[config.mk]
export PLATFORM = sky130hd
export DESIGN_NAME = terminal_escape_position_parser_flat
export DESIGN_NICKNAME = d
export VERILOG_FILES = /design/src/sv/tep_pkg.sv /design/src/sv/tep_in_if.sv /design/src/sv/tep_out_if.sv /design/src/sv/tep_parser.sv /design/src/sv/tep_result_buf.sv /design/src/sv/terminal_escape_position_parser.sv /design/src/flat_wrapper.sv
export SDC_FILE = /design/constraint.sdc
export NUM_CORES = 1
export LEC_CHECK = 0
export BUFFER_PORTS_ARGS = -buffer_cell sky130_fd_sc_hd__buf_2
export CORE_AREA = 2 2 142 144
export DETAILED_ROUTE_END_ITERATION = 6
export DIE_AREA = 0 0 144 146
export SYNTH_ARGS = -nofsm -noshare
export SYNTH_HDL_FRONTEND = slang
export SYNTH_SLANG_ARGS = --single-unit
[constraint.sdc]
create_clock -name i_clk -period 8.82 [get_ports i_clk]
set_input_delay 0.441 -clock i_clk [delete_from_list [all_inputs] [get_ports i_clk]]
set_output_delay 0.441 -clock i_clk [all_outputs]
set_load 0.005 [all_outputs]
[src/sv/tep_pkg.sv]
`default_nettype none

package tep_pkg;

    // Byte codes recognized by the parser
    localparam logic [7:0] C_ESC      = 8'd27;
    localparam logic [7:0] C_NEWLINE  = 8'd10;
    localparam logic [7:0] C_LBRACKET = 8'h5b;
    localparam logic [7:0] C_SEMI     = 8'h3b;
    localparam logic [7:0] C_LOWER_M  = 8'h6d;

    // Number of result words one input byte can cause
    localparam int MaxResults = 3;

    typedef enum logic [1:0] {
        MODE_TEXT   = 2'd0,
        MODE_OPEN   = 2'd1,
        MODE_DIGITS = 2'd2,
        MODE_LETTER = 2'd3
    } t_mode;

    typedef enum logic [1:0] {
        KIND_TEXT  = 2'd0,
        KIND_BREAK = 2'd1,
        KIND_EVENT = 2'd2
    } t_kind;

    typedef struct packed {
        t_kind       kind;
        logic [7:0]  out_byte;
        logic [15:0] row;
        logic [15:0] column;
    } t_result;

    // Results of one byte, in delivery order from entry 0
    typedef struct packed {
        logic [1:0]                  count;
        t_result [MaxResults-1:0]    entries;
    } t_result_list;

    function automatic logic is_digit(input logic [7:0] c);
        return c inside {[8'h30:8'h39]};
    endfunction

    function automatic logic is_letter(input logic [7:0] c);
        return c inside {[8'h61:8'h7a], [8'h41:8'h5a]};
    endfunction

endpackage

`default_nettype wire

[src/sv/tep_in_if.sv]
`default_nettype none

interface tep_in_if;
    logic       valid;
    logic       ready;
    logic [7:0] in_byte;

    modport source (output valid, output in_byte, input ready);
    modport sink   (input valid, input in_byte, output ready);
endinterface

`default_nettype wire

[src/sv/tep_out_if.sv]
`default_nettype none

interface tep_out_if;
    logic        valid;
    logic        ready;
    logic [1:0]  kind;
    logic [7:0]  out_byte;
    logic [15:0] row;
    logic [15:0] column;
    logic        last;

    modport source (output valid, output kind, output out_byte, output row,
                    output column, output last, input ready);
    modport sink   (input valid, input kind, input out_byte, input row,
                    input column, input last, output ready);
endinterface

`default_nettype wire

[src/sv/tep_parser.sv]
`default_nettype none

module tep_parser import tep_pkg::*; #(
    parameter int VALUE_WIDTH = 16
) (
    input  wire logic         i_clk,
    input  wire logic         i_rst_n,
    input  wire logic         i_step,
    input  wire logic [7:0]   i_byte,
    output t_result_list      o_list
);

    localparam int OutW = (VALUE_WIDTH < 16) ? VALUE_WIDTH : 16;

    t_mode                  r_mode, n_mode;
    logic [VALUE_WIDTH-1:0] r_first, n_first;
    logic [VALUE_WIDTH-1:0] r_second, n_second;
    logic                   r_first_open, n_first_open;
    logic                   r_second_open, n_second_open;
    logic                   r_sep, n_sep;
    logic                   r_color, n_color;
    logic [VALUE_WIDTH-1:0] r_last_row, n_last_row;
    logic                   r_last_row_valid, n_last_row_valid;

    // v*10 + digit, saturating at all ones
    function automatic logic [VALUE_WIDTH-1:0] add_digit(
        input logic [VALUE_WIDTH-1:0] v,
        input logic [7:0]             c
    );
        logic [VALUE_WIDTH+3:0] wide;
        wide = ({4'b0, v} << 3) + ({4'b0, v} << 1) + (VALUE_WIDTH+4)'(c[3:0]);
        if (|wide[VALUE_WIDTH+3:VALUE_WIDTH]) begin
            return '1;
        end
        return wide[VALUE_WIDTH-1:0];
    endfunction

    // State register
    always_ff @(posedge i_clk) begin
        if (!i_rst_n) begin
            r_mode           <= MODE_TEXT;
            r_first          <= '0;
            r_second         <= '0;
            r_first_open     <= 1'b1;
            r_second_open    <= 1'b1;
            r_sep            <= 1'b0;
            r_color          <= 1'b0;
            r_last_row       <= '0;
            r_last_row_valid <= 1'b0;
        end else if (i_step) begin
            r_mode           <= n_mode;
            r_first          <= n_first;
            r_second         <= n_second;
            r_first_open     <= n_first_open;
            r_second_open    <= n_second_open;
            r_sep            <= n_sep;
            r_color          <= n_color;
            r_last_row       <= n_last_row;
            r_last_row_valid <= n_last_row_valid;
        end
    end

    // Next state and result list for the byte at the input
    always_comb begin
        logic       take;
        logic [1:0] cnt;

        n_mode           = r_mode;
        n_first          = r_first;
        n_second         = r_second;
        n_first_open     = r_first_open;
        n_second_open    = r_second_open;
        n_sep            = r_sep;
        n_color          = r_color;
        n_last_row       = r_last_row;
        n_last_row_valid = r_last_row_valid;
        o_list           = '0;
        cnt              = 2'd0;

        // sequence byte: update field accumulators
        take = (r_mode == MODE_OPEN) || (r_mode == MODE_DIGITS) ||
               ((r_mode == MODE_LETTER) && (i_byte == C_SEMI));
        if (take) begin
            if (!r_sep) begin
                if (i_byte == C_SEMI) begin
                    n_sep = 1'b1;
                end else if (r_first_open && is_digit(i_byte)) begin
                    n_first = add_digit(r_first, i_byte);
                end else begin
                    n_first_open = 1'b0;
                end
            end else begin
                if (r_second_open && is_digit(i_byte)) begin
                    n_second = add_digit(r_second, i_byte);
                end else begin
                    n_second_open = 1'b0;
                end
            end
        end

        case (r_mode)
            MODE_TEXT: begin
                if (i_byte == C_LBRACKET) begin
                    n_mode = MODE_OPEN;
                end else if (i_byte == C_ESC) begin
                    o_list.entries[cnt].kind = KIND_BREAK;
                    cnt = cnt + 2'd1;
                end else begin
                    o_list.entries[cnt].kind     = KIND_TEXT;
                    o_list.entries[cnt].out_byte = i_byte;
                    cnt = cnt + 2'd1;
                end
            end
            MODE_OPEN: begin
                if (is_digit(i_byte)) begin
                    n_mode = MODE_DIGITS;
                end else if (is_letter(i_byte)) begin
                    n_mode  = MODE_LETTER;
                    n_color = (i_byte == C_LOWER_M);
                end
            end
            MODE_DIGITS: begin
                if (is_letter(i_byte)) begin
                    n_mode  = MODE_LETTER;
                    n_color = (i_byte == C_LOWER_M);
                end else if (i_byte == C_SEMI) begin
                    n_mode = MODE_OPEN;
                end
            end
            default: begin
                // letter seen: this byte closes the sequence unless it is ';'
                if (i_byte == C_SEMI) begin
                    n_mode = MODE_OPEN;
                end else begin
                    if (!r_color && r_sep) begin
                        o_list.entries[cnt].kind   = KIND_EVENT;
                        o_list.entries[cnt].row    = 16'(r_first[OutW-1:0]);
                        o_list.entries[cnt].column = 16'(r_second[OutW-1:0]);
                        cnt = cnt + 2'd1;
                        if (!r_last_row_valid || (r_first != r_last_row)) begin
                            n_last_row       = r_first;
                            n_last_row_valid = 1'b1;
                            o_list.entries[cnt].kind = KIND_BREAK;
                            cnt = cnt + 2'd1;
                        end
                    end
                    n_first       = '0;
                    n_second      = '0;
                    n_first_open  = 1'b1;
                    n_second_open = 1'b1;
                    n_sep         = 1'b0;
                    n_color       = 1'b0;
                    n_mode        = MODE_TEXT;
                    // closing byte re-enters text handling; ESC and LF dropped
                    if ((i_byte != C_ESC) && (i_byte != C_NEWLINE)) begin
                        if (i_byte == C_LBRACKET) begin
                            n_mode = MODE_OPEN;
                        end else begin
                            o_list.entries[cnt].kind     = KIND_TEXT;
                            o_list.entries[cnt].out_byte = i_byte;
                            cnt = cnt + 2'd1;
                        end
                    end
                end
            end
        endcase

        o_list.count = cnt;
    end

endmodule

`default_nettype wire

[src/sv/tep_result_buf.sv]
`default_nettype none

module tep_result_buf import tep_pkg::*; (
    input  wire logic          i_clk,
    input  wire logic          i_rst_n,
    input  wire logic          i_load,
    input  wire t_result_list  i_list,
    output logic               o_free,
    tep_out_if.source          o_out
);

    t_result [MaxResults-1:0] r_entries;
    logic [1:0]               r_cnt;
    logic [1:0]               r_idx;
    logic                     pop;
    logic                     at_last;

    assign pop     = o_out.valid && o_out.ready;
    assign at_last = (r_idx == (r_cnt - 2'd1));
    // empty next cycle, so a new list may be loaded
    assign o_free  = (r_cnt == 2'd0) || (pop && at_last);

    // Read pointer and fill count
    always_ff @(posedge i_clk) begin
        if (!i_rst_n) begin
            r_cnt <= 2'd0;
            r_idx <= 2'd0;
        end else if (i_load) begin
            r_cnt <= i_list.count;
            r_idx <= 2'd0;
        end else if (pop) begin
            if (at_last) begin
                r_cnt <= 2'd0;
                r_idx <= 2'd0;
            end else begin
                r_idx <= r_idx + 2'd1;
            end
        end
    end

    // Result payload
    always_ff @(posedge i_clk) begin
        if (i_load) begin
            r_entries <= i_list.entries;
        end
    end

    assign o_out.valid    = (r_cnt != 2'd0);
    assign o_out.kind     = r_entries[r_idx].kind;
    assign o_out.out_byte = r_entries[r_idx].out_byte;
    assign o_out.row      = r_entries[r_idx].row;
    assign o_out.column   = r_entries[r_idx].column;
    assign o_out.last     = at_last;

endmodule

`default_nettype wire

[src/sv/terminal_escape_position_parser.sv]
// Terminal escape-sequence position parser.
// Accepted bytes pass the input register, then the result buffer on the output.
// Throughput: one byte per cycle while each byte gives at most one word and o_out
// is ready; a byte giving more holds the buffer, one word per cycle while ready.
// Reset (synchronous, active low): text mode, sequence fields cleared, no row kept.
`default_nettype none

module terminal_escape_position_parser import tep_pkg::*; #(
    parameter int VALUE_WIDTH = 16
) (
    input  wire logic  i_clk,
    input  wire logic  i_rst_n,
    tep_in_if.sink     i_in,
    tep_out_if.source  o_out
);

    logic         r_in_valid;
    logic [7:0]   r_in_byte;
    logic         buf_free;
    logic         step;
    t_result_list list;

    assign step       = r_in_valid && buf_free;
    assign i_in.ready = !r_in_valid || buf_free;

    // Input register
    always_ff @(posedge i_clk) begin
        if (!i_rst_n) begin
            r_in_valid <= 1'b0;
        end else if (i_in.valid && i_in.ready) begin
            r_in_valid <= 1'b1;
        end else if (step) begin
            r_in_valid <= 1'b0;
        end
    end

    always_ff @(posedge i_clk) begin
        if (i_in.valid && i_in.ready) begin
            r_in_byte <= i_in.in_byte;
        end
    end

    tep_parser #(
        .VALUE_WIDTH (VALUE_WIDTH)
    ) u_parser (
        .i_clk   (i_clk),
        .i_rst_n (i_rst_n),
        .i_step  (step),
        .i_byte  (r_in_byte),
        .o_list  (list)
    );

    tep_result_buf u_result_buf (
        .i_clk   (i_clk),
        .i_rst_n (i_rst_n),
        .i_load  (step),
        .i_list  (list),
        .o_free  (buf_free),
        .o_out   (o_out)
    );

    // A parsed byte shows its words on the next cycle exactly when it has any
    a_load_shows: assert property (@(posedge i_clk) disable iff (!i_rst_n)
        step |=> (o_out.valid == ($past(list.count) != 2'd0)))
        else $error("result buffer valid does not follow loaded count");

    // A word that is not the last of its byte is followed by another
    a_burst_holds: assert property (@(posedge i_clk) disable iff (!i_rst_n)
        (o_out.valid && o_out.ready && !o_out.last) |=> o_out.valid)
        else $error("result burst ended early");

    // Position fields only carry data on events
    a_pos_zero: assert property (@(posedge i_clk) disable iff (!i_rst_n)
        (o_out.valid && (o_out.kind != KIND_EVENT)) |->
            ((o_out.row == 16'd0) && (o_out.column == 16'd0)))
        else $error("position fields set on a non-event word");

    // Text byte field only carries data on text words
    a_byte_zero: assert property (@(posedge i_clk) disable iff (!i_rst_n)
        (o_out.valid && (o_out.kind != KIND_TEXT)) |-> (o_out.out_byte == 8'd0))
        else $error("byte field set on a non-text word");

endmodule

`default_nettype wire

[src/flat_wrapper.sv]
// flat-port wrapper written by rule: the top's interface ports become plain ports
module terminal_escape_position_parser_flat import tep_pkg::*;
#(
    parameter int VALUE_WIDTH = 16
)
  (i_clk, i_rst_n, i_in_valid, i_in_in_byte, i_in_ready, o_out_valid, o_out_kind, o_out_out_byte, o_out_row, o_out_column, o_out_last, o_out_ready);
  tep_in_if i_in_i ();
  tep_out_if o_out_i ();
  input  wire logic i_clk;
  input  wire logic i_rst_n;
  input wire logic [$bits(i_in_i.valid)-1:0] i_in_valid;
  input wire logic [$bits(i_in_i.in_byte)-1:0] i_in_in_byte;
  output wire logic [$bits(i_in_i.ready)-1:0] i_in_ready;
  output wire logic [$bits(o_out_i.valid)-1:0] o_out_valid;
  output wire logic [$bits(o_out_i.kind)-1:0] o_out_kind;
  output wire logic [$bits(o_out_i.out_byte)-1:0] o_out_out_byte;
  output wire logic [$bits(o_out_i.row)-1:0] o_out_row;
  output wire logic [$bits(o_out_i.column)-1:0] o_out_column;
  output wire logic [$bits(o_out_i.last)-1:0] o_out_last;
  input wire logic [$bits(o_out_i.ready)-1:0] o_out_ready;
  assign i_in_i.valid = i_in_valid;
  assign i_in_i.in_byte = i_in_in_byte;
  assign i_in_ready = i_in_i.ready;
  assign o_out_valid = o_out_i.valid;
  assign o_out_kind = o_out_i.kind;
  assign o_out_out_byte = o_out_i.out_byte;
  assign o_out_row = o_out_i.row;
  assign o_out_column = o_out_i.column;
  assign o_out_last = o_out_i.last;
  assign o_out_i.ready = o_out_ready;
  terminal_escape_position_parser #(.VALUE_WIDTH(VALUE_WIDTH)) u_core (.i_clk(i_clk), .i_rst_n(i_rst_n), .i_in(i_in_i), .o_out(o_out_i));
endmodule
After elaboration in Yosys (flattened, before gate mapping):

Cells that the tools add are included.

* magnitude comparators: 9
* add/subtract/negate cells: 7
* muxes and demuxes: 93
* reductions and logical operators: 39
* bitwise logic cells: 5
* eq/ne operators: 16

Operators by type and width (count)
* bitwise mux 126 bit: 2
* 2-to-1 mux 16 bit: 15
* demux 42 bit (select 2 bit): 2
* 2-to-1 mux 84 bit: 2
* 2-to-1 mux 42 bit: 3
* 2-to-1 mux 32 bit: 3
* binary-select mux 42 bit (select 2 bit): 1
* 2-to-1 mux 2 bit: 21
* adder 19 x 17 -> 20 bit: 2
* adder 20 x 4 -> 20 bit: 2
* 2-to-1 mux 40 bit: 1
* 2-to-1 mux 1 bit: 37
* one-hot mux 10 bit (2 select lines): 1
* == test 8 x 7 -> 1 bit, second input constant: 2
* greater-or-equal comparator 8 x 7 -> 1 bit, second input constant: 2
* <= comparator 8 x 7 -> 1 bit, second input constant: 2
* inequality test 16 bit: 1
* logical AND 1 bit: 13
* OR reduction 4 bit: 3
* 2-to-1 mux 10 bit: 1
* nonzero test 2 bit: 5
* == test 8 x 5 -> 1 bit, second input constant: 1
* == test 8 x 6 -> 1 bit, second input constant: 1
* greater-or-equal comparator 8 x 6 -> 1 bit, second input constant: 1
* 27 further kinds: 45

* output and inout bits: 45
* logic and storage cells: 194
* bits in registers: 194
* input bits: 12

Longest topological paths before layout:

Gate-level depths: netlist of the first run.

* depth after elaboration: 16
* depth in mapped cells: 13
* depth with buffers taken out: 12

By module:

Synthesis of the first run repeated with hierarchy kept, for this count alone.

* cells, all modules: 1005
* area, all modules: 10898.0 sq um

By module, submodules not included
* tep_parser: cells each 693, area each 5586.6 sq um, seq. area each 1101.1 sq um, times used 1
* tep_result_buf: cells each 298, area each 5006.1 sq um, seq. area each 3863.7 sq um, times used 1
* terminal_escape_position_parser: cells each 14, area each 305.3 sq um, seq. area each 260.2 sq um, times used 1

Worst setup path before layout of the first run:

No wires, ideal clock.

* path type: register -> register
* start: register u_core.u_result_buf.r_cnt[0]
* end: register u_core.u_parser.r_last_row[10]
* cell stages (with the launch flop): 14
* clock period less this slack: 3821 ps
* path buffers: 2
* setup slack: 4999 ps
* library setup time: 116 ps
* data required time: 8704 ps
* arrival: 3705 ps
* cell sequence: dfxtp_1 -> inv_1 -> ha_1 -> xnor2_1 -> nor2_1 -> a21oi_1 -> nand2b_1 -> clkinv_1 -> nand2_1 -> or2_1 -> buf_2 -> buf_2 -> mux2i_1 -> nor2b_1

* longest elaborated chain between the ends: 6

Ends and longest elaborated chain
* from (decl): RTL line tep_result_buf.sv:13 `logic [1:0] r_cnt;`
* from (signal assigned): RTL line tep_result_buf.sv:29 `r_cnt <= i_list.count;`
* subtractor 2 x 1 -> 2 bit: RTL line tep_result_buf.sv:19 `assign at_last = (r_idx == (r_cnt - 2'd1));`
* == test 2 bit: RTL line tep_result_buf.sv:19
* named net o_out_last: RTL line flat_wrapper.sv:19 `output wire logic [$bits(o_out_i.last)-1:0] o_out_last;`
* logical AND 1 bit: RTL line tep_result_buf.sv:21 `assign o_free = (r_cnt == 2'd0) || (pop && at_last);`
* logical OR 1 bit: RTL line tep_result_buf.sv:21
* logical AND 1 bit: RTL line terminal_escape_position_parser.sv:23 `assign step = r_in_valid && buf_free;`
* named net u_core.step: RTL line terminal_escape_position_parser.sv:20 `logic step;`
* AND reduction 5 bit (no source line)
* to (signal assigned): RTL line tep_parser.sv:58 `r_last_row <= n_last_row;`
* to (decl): RTL line tep_parser.sv:22 `logic [VALUE_WIDTH-1:0] r_last_row, n_last_row;`

The timed path passes the listed nets, and every way through them passes these cells.
A chain may end at the register's enable or synchronous reset.

Worst setup path in the final report of the first run:

* start: register u_core.r_in_byte[3]
* end: register u_core.u_parser.r_second[15]

* longest elaborated chain between the ends: 12

Ends and longest elaborated chain
* from (decl): RTL line terminal_escape_position_parser.sv:18 `logic [7:0] r_in_byte;`
* from (signal assigned): RTL line terminal_escape_position_parser.sv:39 `r_in_byte <= i_in.in_byte;`
* adder 20 x 4 -> 20 bit: RTL line tep_parser.sv:31 `wide = ({4'b0, v} << 3) + ({4'b0, v} << 1) + (VALUE_WIDTH+4)'(c[3:0]);`
* OR reduction 4 bit: RTL line tep_parser.sv:32 `if (|wide[VALUE_WIDTH+3:VALUE_WIDTH]) begin`
* 2-to-1 mux 1 bit: RTL line tep_parser.sv:32
* 2-to-1 mux 1 bit: RTL line tep_parser.sv:93 `if (r_second_open && is_digit(i_byte)) begin`
* 2-to-1 mux 1 bit: RTL line tep_parser.sv:84 `if (!r_sep) begin`
* 2-to-1 mux 1 bit: RTL line tep_parser.sv:83 `if (take) begin`
* 2-to-1 mux 16 bit: RTL line tep_parser.sv:35 `return wide[VALUE_WIDTH-1:0];`
* 2-to-1 mux 16 bit: RTL line tep_parser.sv:93
* 2-to-1 mux 16 bit: RTL line tep_parser.sv:84
* 2-to-1 mux 16 bit: RTL line tep_parser.sv:83
* 2-to-1 mux 16 bit: RTL line tep_parser.sv:132 `if (i_byte == C_SEMI) begin`
* 2-to-1 mux 16 bit *: RTL line tep_parser.sv:101 `case (r_mode)`
* to (signal assigned): RTL line tep_parser.sv:53 `r_second <= n_second;`
* to (decl): RTL line tep_parser.sv:17 `logic [VALUE_WIDTH-1:0] r_second, n_second;`

Every way passes the cells marked *; elsewhere a longest branch is shown, timed or not. The select of a mux whose other input is x is not followed.

==> results of run 1 <==
routing by layer:
layer | track usage (%) | up-vias
met2 | 25.86 | 110
met4 | 6.275 | 0
li1 | - | 2836
met3 | 2.797 | 20
met5 | 0 | -
met1 | 22.38 | 2662
synthesized netlist by cell type (21+ instances only):
master / instances / area share, %
ha_1: 67 / 11
and2_1: 95 / 7.8
mux2i_1: 27 / 3.5
nor2b_1: 25 / 2.0
a21oi_1: 33 / 2.2
o21ai_0: 44 / 2.9
edfxtp_1: 67 / 26
dfxtp_1: 60 / 16
xor2_1: 21 / 2.4
nor2_1: 45 / 2.2
xnor2_1: 21 / 2.4
nand2_1: 54 / 2.7
kinds of logic (layout without fill, tap and decap cells):
kind of cell    Yosys count  count (layout)  share of synthesized area, %
fa+ha+maj                71              71                         12.04
mux                      27              27                         3.542
compound gates          158             158                         14.43
flops                   127             127                         42.11
buf+inv                  52             113                         2.870
xor+xnor                 42              42                         4.821
simple gates            285             285                         20.19
power breakdown:
part,switching (uW),internal (uW)
combinational,35.7,25.6
sequential,9.98,638
clock,265,479
registers in the layout, indices dropped and copies added (netlist names), 2 cells and up:
register                       count
u_core.u_parser.r_second          16
u_core.r_in_byte                   8
u_core.u_parser.r_first           16
u_core.u_result_buf.r_idx          2
u_core.u_parser.r_last_row        16
u_core.u_result_buf.r_entries     59
u_core.u_result_buf.r_cnt          2
u_core.u_parser.r_mode             2
per-stage QoR:
stage	instance area (um^2)	setup slack (ns)	power (uW)	cells	hold slack, ns
6_report	8770	4.827	1454	1088	0.2041
5_1_grt	8770	4.424	1505	1088	0.1879
4_1_cts	8770	4.821	1469	1088	0.1870
3_5_place_dp	8140	4.828	722.0	1056	0.4398
3_3_place_gp	8140	5.008	721.9	1056	0.4277
2_1_floorplan	7630	4.999	694.7	762	0.4139
final cells by class:
type                       count  area share, %
timing repair buffer          60          3.538
multi-input combinational    583          47.97
inverter                      21         0.8988
tap                          265          3.781
clock buffer                  18          5.008
sequential                   127          36.64
clock inverter                14          2.169
worst paths after layout:
path,start,endpoint,depth (start not counted),slack (ns)
max,u_core.r_in_byte[3],u_core.u_parser.r_second[15],12,4.83
min,i_in_in_byte[6],u_core.r_in_byte[6],1,0.20
max reg2reg,u_core.r_in_byte[3],u_core.u_parser.r_second[15],12,4.83
min reg2reg,u_core.u_parser.r_second_open,u_core.u_parser.r_second_open,2,0.45
critical path, cell delays in order (launching register included):
cell	delay (ns)
edfxtp_1	0.47
inv_1	0.14
fa_1	0.50
inv_1	0.07
fa_1	0.47
a211oi_1	0.32
o21a_1	0.22
o31ai_2	0.10
a221o_1	0.34
a2111oi_0	0.51
o221ai_2	0.41
nor2_1	0.22
o21ai_0	0.09
==> metrics, run 1 <==
status finished, final reports clean; DR WL/cell 15.20 um; most used flip-flop cell after synthesis edfxtp_1; Yosys cell types 67; H-tree Lvls 4; Worst EP arrival 4.28 ns; Fin Clk Skew 0.007507 ns; CP max FO 16; vias 5628; Worst-path clk slew 0.06 ns; worst slew pin tran 1.226 ns; die area 0.02102 mm^2; Ant. Diodes 0; die height 146 um; FFs w/ async S/R, synth 0%; met2 WL 7.533 mm; Congestion Overflow GR 0; first-pass GRT wire length 27.43 mm; Starting Density 39.46%; wl on met1 8.091 mm; I/O Pins 57; hpwl dp 11.42 mm; clk_lat worst skew 0.42 ns; Inserted Clock Buffers 17; Mapped Area 0.007630 mm^2; Final Max Tran Viols 0; register area share after synthesis 42.11%; Rel. slew slack 17.73%; Iter 0 DRT Violations 422; final period utilization 45.28%; Syn Nets 845; kind of critical path reg -> reg; RD Place Congestion 0.8229; CP required 9.11 ns; Area Growth Syn to Fin 14.94%; PostCTS Resize Cnt 0; clock sink count 127; hold_buf cts 0; CTS tree done; area of the multi-input gates 0.004207 mm^2; EDFF count, synth 67; # nets final 893; final setup fails 0; unrepaired setup endpoints after global routing no; core area 0.01933 mm^2; DRC 0; Syn Inst Count 762; most common cell after layout, fill and taps aside and2_1; GRT Util Overall 16.38%; Pleak 0.003809 uW; Max Buffers Root-to-Sink 2; vias in the first global route 5535; largest net degree at the start of global routing 67; DR top layer met4; Worst setup EP type flop; antenna viol nets, final 0; WL met3 585 um; Core Rows 51; Fin. Hold Viols 0; Synth Register Bits 127; hold crit path type in -> reg; setup total negative slack 0 ns; maxcap violations 0; Reg area 0.003213 mm^2; crit start category flop; max frequency 250.4 MHz; worst ir drop on vdd 0.09069 mV; synth warn 0; Die Span X 144 um; first-pass detailed-route iteration total 4; final wirelength 16.54 mm; Util after Layout 45.36%; port bufs 56; post-CTS setup buffer count 0; Clock Tree Root clkbuf_16; Power per Cell Area 165.8 mW/mm^2; min cycle time layout 3.993 ns; most frequent cells in the layout 95 x and2_1, 67 x ha_1, 67 x edfxtp_1; initial antenna violation count 0; fillers 1840; synthesized area per cell 10.01 um^2; vias per inst 5.173; share of cells above drive strength 1 13.37%
Power figures use the tool's default switching activity.
==> run 2, diff against run 1 <==
clock period = 3.7 ns   (was 8.82 ns; I/O delays follow)
==> run 2 against run 1 <==
- sequential share of layout area shrank 1.3 points
- global-route usage rose by 0.42 points
- die area unchanged
- sequential power up 140%
- count of clock-buffer cells in the layout is the same
- register-to-register slack lost 4.7 ns
- worst setup slack worse by 4.7 ns
- combinational power grew to 2.7 times the previous value
- clock skew decreased by 0.00092 ns
- non-clock buffer count rose by 28
- largest cell class unchanged
==> metrics, run 2 (synthesis results as in run 1) <==
Area Growth Syn to Fin 19.07%; max FFs per register 59; core area 0.01933 mm^2; share of cells above drive strength 1 16.08%; clk_lat worst skew 0.42 ns; worst ir drop on vdd 0.3104 mV; CP required 4.00 ns; Worst EP arrival 3.87 ns; die area 0.02102 mm^2; GRT Util Overall 16.80%; # nets final 922; Starting Density 39.46%; final setup fails 0; final period utilization 96.32%; status finished, final reports clean; hold crit path type in -> reg; maxcap violations 0; first-pass detailed-route iteration total 4; Inserted Clock Buffers 17; Ant. Diodes 0; pre-CTS setup slack 0.04943 ns; port bufs 56; Power per Cell Area 383.8 mW/mm^2; crit start category flop; post-CTS setup buffer count 0; die height 146 um; Core Rows 51; Biggest register u_core.u_result_buf.r_entries; vias in the first global route 5584; vias per inst 5.150; most common cell after layout, fill and taps aside and2_1; CP max FO 8; clock sink count 127; min cycle time layout 3.564 ns; Util after Layout 46.99%; Congestion Overflow GR 0; CTS tree done; Worst setup EP type flop; Clock Tree Root clkbuf_16; kind of critical path reg -> reg; Max Buffers Root-to-Sink 2; hpwl dp 11.79 mm; Fin Clk Skew 0.006588 ns; Final Max Tran Viols 0; initial antenna violation count 0; largest net degree at the start of global routing 54; first-pass GRT wire length 27.89 mm; most frequent cells in the layout 95 x and2_1, 67 x ha_1, 67 x edfxtp_1; RD Place Congestion 0.8511; max frequency 280.6 MHz; DR WL/cell 15.19 um; final wirelength 16.97 mm; Die Span X 144 um; H-tree Lvls 4; Worst-path clk slew 0.06 ns; DRC 0; Pleak 0.003991 uW; Fin. Hold Viols 0; antenna viol nets, final 0; Rel. slew slack 16.26%; vias 5753; I/O Pins 57; worst slew pin tran 1.248 ns; final worst slack 0.1361 ns; Iter 0 DRT Violations 315
[run 2: worst paths after layout]
| path | start | endpoint | slack, ns | cells after the start |
|---|---|---|---|---|
| worst max-delay path | u_core.r_in_byte[3] | u_core.u_parser.r_first[10] | 0.14 | 12 |
| worst min-delay path | i_in_valid | u_core.r_in_valid | 0.02 | 3 |
| worst max register to register | u_core.r_in_byte[3] | u_core.u_parser.r_first[10] | 0.14 | 12 |
| worst min register to register | u_core.u_parser.r_second_open | u_core.u_parser.r_second_open | 0.43 | 2 |
[run 2: through the flow]
stage | setup TNS [ns] | instances | cell area [um^2] | total power [uW] | hold slack (ns)
2_1_floorplan | 0 | 762 | 7631 | 1654 | 0.2839
3_3_place_gp | 0 | 1076 | 8292 | 1728 | 0.3636
3_5_place_dp | 0 | 1076 | 8292 | 1728 | 0.3656
4_1_cts | 0 | 1116 | 9012 | 3525 | 0.006831
5_1_grt | -0.04040 | 1117 | 9085 | 3609 | 0.07189
6_report | 0 | 1117 | 9085 | 3487 | 0.01800
[run 2: where the power goes]
| part | total (uW) | switching [uW] | internal [uW] | leakage [uW] |
|---|---|---|---|---|
| clock network | 1780 | 620 | 1160 | 0.000308 |
| logic | 166 | 93.8 | 71.8 | 0.00256 |
| registers | 1540 | 17.8 | 1520 | 0.00112 |
| total | 3490 | 731 | 2760 | 0.00399 |
[run 2: repair_timing]
item / 4_1_cts / 5_1_grt
cloned: 0 / 1
pin swaps: 0 / 3
endpoints found under the hold margin: 8 / 0
resized for setup: 1 / 9
setup endpoints to repair: 1 / 32
hold buffers: 8 / 0
[run 2: layout make-up]
type / count / area, um^2
repair buffers: 88 / 540.5
clock buffers: 18 / 450.4
fillers: 1825 / 10250
flip-flops and latches: 127 / 3213
clock inverters: 14 / 188.9
multi-input cells: 584 / 4280
inverters: 21 / 80.08
well taps: 265 / 331.6
[run 2: critical path: stages (launching register included)]
cell and delay [ns]:
edfxtp_1 0.38, buf_4 0.17, fa_1 0.47, inv_1 0.11, fa_2 0.26, nor2b_4 0.05, o31a_1 0.30, a221oi_4 0.36
nand2_2 0.12, a31oi_4 0.23, xnor2_2 0.11, o41a_2 0.59, a221o_1 0.29
[run 2: layer usage]
layer  vias up  global-route usage [%]  wire length [um]
met2        92                   26.21              7829
met4         0                   5.539               286
li1       2914                       -                 -
met3        19                   4.969               690
met1      2728                   22.27              8160
met5         -                       0                 0
